[src/dmm_pkg.sv]
package dmm_pkg;

    localparam int MAX_NODES       = 256;
    localparam int ALPHABET_SIZE   = 5;
    localparam int MAX_PATTERN_LEN = 16;

    localparam int NODE_W      = $clog2(MAX_NODES);
    localparam int CNT_W       = NODE_W + 1;
    localparam int SYM_W       = 3;
    localparam int POS_W       = 32;
    localparam int PID_W       = 9;
    localparam int LEN_W       = $clog2(MAX_PATTERN_LEN + 2);
    localparam int STR_W       = (MAX_PATTERN_LEN + 1) * SYM_W;
    localparam int SCAN_W      = MAX_PATTERN_LEN * SYM_W;
    localparam int CHILD_DEPTH = MAX_NODES * ALPHABET_SIZE;
    localparam int CADDR_W     = $clog2(CHILD_DEPTH);

    typedef enum logic [1:0] {
        CMD_PAT_SYM  = 2'd0,
        CMD_PAT_END  = 2'd1,
        CMD_TEXT_SYM = 2'd2,
        CMD_RESTART  = 2'd3
    } t_cmd;

    typedef enum logic [1:0] {
        KIND_MATCH = 2'd0,
        KIND_REG   = 2'd1,
        KIND_FULL  = 2'd2
    } t_kind;

    typedef struct packed {
        t_cmd             command;
        logic [SYM_W-1:0] symbol;
    } t_in_req;

    typedef struct packed {
        t_kind            kind;
        logic [POS_W-1:0] start_position;
        logic [PID_W-1:0] pattern_number;
        logic             last;
    } t_out_req;

    typedef struct packed {
        logic               child_rd;
        logic               child_wr;
        logic [CADDR_W-1:0] child_addr;
        logic [NODE_W-1:0]  child_node;
        logic               pid_rd;
        logic               pid_wr;
        logic [NODE_W-1:0]  pid_addr;
        logic [PID_W-1:0]   pid_data;
    } t_trie_req;

    typedef enum logic [3:0] {
        S_IDLE,
        S_PAT_CHK,
        S_END_CHK,
        S_PUSH,
        S_GO_RD,
        S_GO_CHK,
        S_MT_RD,
        S_MT_CHK,
        S_MT_PID,
        S_FLUSH
    } t_state;

    function automatic logic [CADDR_W-1:0] child_addr(
        input logic [NODE_W-1:0] node,
        input logic [SYM_W-1:0]  sym
    );
        return CADDR_W'(node) * CADDR_W'(ALPHABET_SIZE) + CADDR_W'(sym);
    endfunction

endpackage

[src/dmm_outreg.sv]
module dmm_outreg (
    input  logic               i_clk,
    input  logic               i_rst_n,
    input  logic               i_push,
    input  dmm_pkg::t_out_req  i_data,
    output logic               o_ready,
    input  logic               i_stall,
    output logic               o_valid,
    output dmm_pkg::t_out_req  o_data
);

    logic              r_valid;
    dmm_pkg::t_out_req r_data;

    assign o_ready = !r_valid || !i_stall;

    always_ff @(posedge i_clk) begin
        if (!i_rst_n) begin
            r_valid <= 1'b0;
        end else if (i_push) begin
            r_valid <= 1'b1;
        end else if (!i_stall) begin
            r_valid <= 1'b0;
        end
    end

    always_ff @(posedge i_clk) begin
        if (i_push) begin
            r_data <= i_data;
        end
    end

    assign o_valid = r_valid;
    assign o_data  = r_data;

endmodule

[config.mk]
export PLATFORM = sky130hd
export DESIGN_NAME = dmm_outreg
export DESIGN_NICKNAME = d
export VERILOG_FILES = /design/src/dmm_pkg.sv /design/src/dmm_outreg.sv
export SDC_FILE = /design/constraint.sdc
export NUM_CORES = 1
export LEC_CHECK = 0
export BUFFER_PORTS_ARGS = -buffer_cell sky130_fd_sc_hd__buf_2
export CAP_MARGIN = 25
export CORE_ASPECT_RATIO = 0.75
export CORE_MARGIN = 2
export CORE_UTILIZATION = 40
export DETAILED_ROUTE_END_ITERATION = 8
export PLACE_DENSITY = 0.86
export SLEW_MARGIN = 10
export SYNTH_ARGS = -nofsm -noshare
export SYNTH_HDL_FRONTEND = slang
export SYNTH_SLANG_ARGS = --single-unit
[constraint.sdc]
create_clock -name i_clk -period 0.8 [get_ports i_clk]
set_input_delay 0.16 -clock i_clk [delete_from_list [all_inputs] [get_ports i_clk]]
set_output_delay 0.16 -clock i_clk [all_outputs]
set_load 0.01 [all_outputs]
==> flow_summary.json, run 1 <==
{
  "cts_sinks": 45,
  "power.density_nw_per_um2": 2410,
  "ant_nets": 0,
  "syn_inst": 48,
  "initial_utilization_pct": 41.5,
  "grt_max_degree": 30,
  "p_leak_uw": 0.000885,
  "io_buffers": 93,
  "setup_violations": 46,
  "setup.worst_path.start_class": "flip-flop",
  "run_status": "finished, violations left",
  "place_congestion": 0.725,
  "post-place-ws_ns": -0.00115,
  "setup_slack_ns": -0.192,
  "ys_types": 5,
  "maxSlewViolCount": 0,
  "wirelength_um": 2610,
  "drt_first_pass_iters": 4,
  "violations": "setup timing",
  "pin_count": 94,
  "grt_pass1_wl_um": 3630,
  "avgSynthCellArea_um2": 28.3,
  "clock_latency_ns": 0.28,
  "antenna_found_initial": 0,
  "num_rows": 18,
  "vias": 833,
  "coreArea_um2": 3270,
  "die_w_um": 71.2,
  "syn_nets": 96,
  "cts-buffers-inserted": 5,
  "worst-path-buf-inv": 1,
  "max_freq_mhz": 1010,
  "end_kind": "output pin",
  "routedWlPerCell_um": 13.6,
  "crit_chain": "buf_2",
  "critical-path-top-delay-family": "flip-flops",
  "dr.first_iter.drc_count": 11,
  "viasPerCell": 4.34,
  "hold_viol_final": 0,
  "htree_levels": 2,
  "areaGrowthSynthToFinish_pct": 49.1,
  "yosysSeqAreaShare_pct": 98.9,
  "cts_hold_buf": 0,
  "max-slew-margin-rel_pct": 90.2,
  "nets": 199,
  "crit_type": "flip-flop to output pin",
  "drc": 0,
  "syn_area_um2": 1360,
  "fill_cells": 244,
  "cts_tree": "done",
  "period_needed_ns": 0.992,
  "slowest_delay_ns": 0.39,
  "rsz0062_at_grt": "true",
  "drive_above_1_share_pct": 68.4,
  "die_y_um": 54.4,
  "grt_pass1_vias": 838,
  "cts-root-buf": "clkbuf_8",
  "antenna_cells": 0,
  "drv_cap": 0,
  "die_area_um2": 3880,
  "post-route-period-util_pct": 124,
  "yosys_warnings": 0,
  "worst_pin_slew_ns": 0.147,
  "grt_use_total_pct": 13.5,
  "finClkSkew_ns": 0,
  "dp_hpwl_um": 2140,
  "worst_hold_slack_ns": 0.0467,
  "min_path_type": "input port to flip-flop",
  "cp_max_fo": 1,
  "post-route-util_pct": 61.9,
  "p_total_uw": 4880,
  "clkTransAtPathRegs_ns": 0.07,
  "synth-seq-cells": 45,
  "clk_path_buf_depth": 2,
  "crit_arrival_ns": 0.83,
  "cp.required_ns": 0.64,
  "crit_slowest_cell": "edfxtp_1",
  "ir_drop_mv": 1.71,
  "gr-total-overflow": 0
}
==> what timing repair did <==
| item | CTS | global route |
|---|---|---|
| resized for setup | 2 | 0 |
| setup buffers | 0 | 0 |
| setup endpoints to repair | 46 | 46 |
==> registers in the layout, indices dropped and copies added, names as in the netlist <==
register,flops
o_valid,1
o_data,44
==> per-layer routing <==
layer	GRT usage (%)	routed length, um	vias to the layer above
met4	7.55	31	0
met5	0	0	-
li1	-	-	395
met2	23.8	1420	52
met1	11.5	792	381
met3	9.58	366	5
==> Yosys cell counts <==
library cell / number / area, um^2
a21oi_1: 1 / 5.00
dfxtp_1: 1 / 20.0
nand2_1: 1 / 3.75
nor2b_1: 1 / 6.26
edfxtp_1: 44 / 1320
==> placed cells by master (no fill, tap or decap) <==
| master | n |
|---|---|
| clkbuf_8 | 5 |
| edfxtp_1 | 44 |
| clkbuf_1 | 1 |
| clkinv_2 | 1 |
| dfxtp_2 | 1 |
| buf_12 | 1 |
| buf_6 | 1 |
| nor2b_1 | 1 |
| buf_2 | 92 |
| bufinv_16 | 1 |
| nand2_1 | 1 |
| a21oi_1 | 1 |
| buf_4 | 2 |
==> final timing paths <==
kind | to | start | slack [ns] | cells after the start
max | o_data[26] | o_data[26] | -0.19 | 1
min | o_data[12] | i_data[12] | 0.05 | 1
max reg2reg | o_valid | o_valid | 0.16 | 2
min reg2reg | o_valid | o_valid | 0.57 | 2
==> worst register-to-register path, stage by stage (launching register included) <==
cell	delay, ns
dfxtp_2	0.34
a21oi_1	0.13
nor2b_1	0.06
==> cell type report <==
cell class / count / area (um^2) / area share, %
Tap cell: 40 / 50.0 / 2.48
Sequential cell: 45 / 1340 / 66.4
Clock buffer: 6 / 72.6 / 3.59
Timing Repair Buffer: 96 / 507 / 25.1
Clock inverter: 2 / 35.0 / 1.73
Multi-Input combinational cell: 3 / 15.0 / 0.743
==> through the flow <==
stage	instances	setup TNS, ns	area, um^2
finish	192	-6.99	2020
global route	192	-8.77	2020
CTS	192	-7.84	2020
detailed placement	184	-0.0121	1910
global placement	184	0	1910
floorplan	48	0	1360
==> cells by family after synthesis <==
kind of cell	count (synthesis)	synth area share, %
compound gates	1	0.369
flops	45	98.9
simple gates	2	0.738
==> report_power, final <==
part           internal, uW  switching (uW)  leakage, uW
clock                   925             661    0.0000552
sequential             2790            47.2     0.000439
combinational           219             237     0.000391
total                  3930             945     0.000885
(Power assumes the default switching activity.)
==> run 2, diff against run 1 <==
--- a/config.mk
+++ b/config.mk
@@ -8,7 +8,6 @@
 export BUFFER_PORTS_ARGS = -buffer_cell sky130_fd_sc_hd__buf_2
 export CAP_MARGIN = 25
 export CORE_ASPECT_RATIO = 0.75
-export CORE_MARGIN = 2
 export CORE_UTILIZATION = 40
 export DETAILED_ROUTE_END_ITERATION = 8
 export PLACE_DENSITY = 0.86
==> flow_summary.json, run 2 (synthesis gave the netlist of run 1 again) <==
{
  "run_status": "finished, violations left",
  "violations": "setup timing",
  "layout_common_cells": "buf_2 (93), edfxtp_1 (44), clkbuf_8 (5)",
  "finClkSkew_ns": 0,
  "fill_cells": 225,
  "wirelength_um": 2630,
  "grt_pass1_vias": 876,
  "crit_type": "flip-flop to output pin",
  "dr.first_iter.drc_count": 33,
  "coreArea_um2": 3080,
  "grt_max_degree": 25,
  "power.density_nw_per_um2": 2440,
  "dp_cells": 181,
  "areaGrowthSynthToFinish_pct": 49.6,
  "htree_levels": 2,
  "drive_above_1_share_pct": 68.4,
  "intPower_uw": 3950,
  "max-slew-margin-rel_pct": 91.5,
  "post-route-util_pct": 65.8,
  "p_comb_share_pct": 9.4,
  "setup.worst_path.start_class": "flip-flop",
  "crit_path_start": "o_valid",
  "rsz0062_at_grt": "true",
  "cts-root-buf": "clkbuf_8",
  "grt_pass1_wl_um": 3840,
  "initial_utilization_pct": 44.0,
  "grt_use_total_pct": 15.3,
  "die_w_um": 69.2,
  "finalNonFillerCells": 190,
  "maxSlewViolCount": 0,
  "post-route-period-util_pct": 123,
  "switchingPower_uw": 998,
  "drc": 0,
  "die_area_um2": 3630,
  "setup_violations": 46,
  "r2r.worst_path.cells": 3,
  "drt_first_pass_iters": 3,
  "cts-buffers-inserted": 5,
  "clkTransAtPathRegs_ns": 0.08,
  "cp_max_fo": 3,
  "ant_nets": 0,
  "num_rows": 17,
  "cts_sinks": 45,
  "cts_tree": "done",
  "p_leak_uw": 0.000889,
  "antenna_cells": 0,
  "end_kind": "output pin",
  "clk_path_buf_depth": 2,
  "r2r_start": "o_valid",
  "setup_tns_ns": -7.29,
  "period_needed_ns": 0.986,
  "max_freq_mhz": 1010,
  "post-place-ws_ns": 0.00409,
  "worst_pin_slew_ns": 0.128,
  "antenna_found_initial": 0,
  "hold_viol_final": 0,
  "drv_cap": 0,
  "vias": 821,
  "clock_latency_ns": 0.29,
  "final_area_um2": 2030,
  "setup_slack_ns": -0.186,
  "p_seq_share_pct": 57.3,
  "power_switching_share_pct": 20.2,
  "place_congestion": 0.722,
  "hp-start": "i_data[38]",
  "p_clk_share_pct": 33.4,
  "viasPerCell": 4.32,
  "final_common_cell": "buf_2",
  "gr-total-overflow": 0,
  "largest_reg_flops": 44,
  "ir_drop_mv": 1.52,
  "dpl_cell_area_um2": 1910,
  "min_path_type": "input port to flip-flop",
  "die_y_um": 52.4,
  "cp.required_ns": 0.64,
  "nets": 199,
  "io_buffers": 93,
  "cts_hold_buf": 0,
  "pin_count": 94,
  "whs_path_depth": 1,
  "routedWlPerCell_um": 13.9,
  "crit_arrival_ns": 0.83
}
[run 2: cell counts in the layout (fill, tap and decap cells not counted)]
No cell type changed its count.
[run 2: what timing repair did]
action	CTS	global route
gates resized for setup	1	0
endpoints found under the setup margin	46	46
setup buffers	0	1
[run 2: power groups by stage]
stage               sequential (uW)  clock, uW  combinational, uW
finish                         2830       1650                463
global route                   2850       1770                499
CTS                            2840       1680                466
detailed placement             2890          0                466
global placement               2880          0                449
floorplan                      3000          0               5.75
[run 2: stage by stage]
step                      total power, uW  hold WS [ns]
after floorplan                      3000         0.259
after global placement               3330         0.337
after detailed placement             3350         0.338
after CTS                            4980        0.0291
after global routing                 5120        0.0197
final                                4950        0.0379
[run 2: worst max-delay path, cell delays in order (launching register included)]
cell	delay, ns
dfxtp_2	0.36
nand2_1	0.05
buf_2	0.13
[run 2: worst paths after layout]
path	slack, ns	endpoint
min reg2reg	0.68	o_valid
max reg2reg	0.05	o_valid
min	0.04	o_data[38]
max	-0.19	o_ready
[run 2: final cells by class]
| cell class | count | area (um^2) | area share, % |
|---|---|---|---|
| repair buffers | 96 | 513 | 25.3 |
| flip-flops and latches | 45 | 1340 | 66.2 |
| clock buffers | 6 | 72.6 | 3.58 |
| multi-input cells | 3 | 15.0 | 0.740 |
| clock inverters | 2 | 38.8 | 1.91 |
| well taps | 38 | 47.5 | 2.34 |
[run 2: per-layer routing]
metal | track usage [%] | routed length [um] | part of all wire [%] | up-vias
met4 | 8.16 | 38 | 1.4 | 0
met1 | 15.3 | 958 | 36 | 357
met2 | 25.6 | 1280 | 48 | 61
met5 | 0 | 0 | 0 | -
met3 | 9.04 | 360 | 14 | 6
li1 | - | - | - | 397
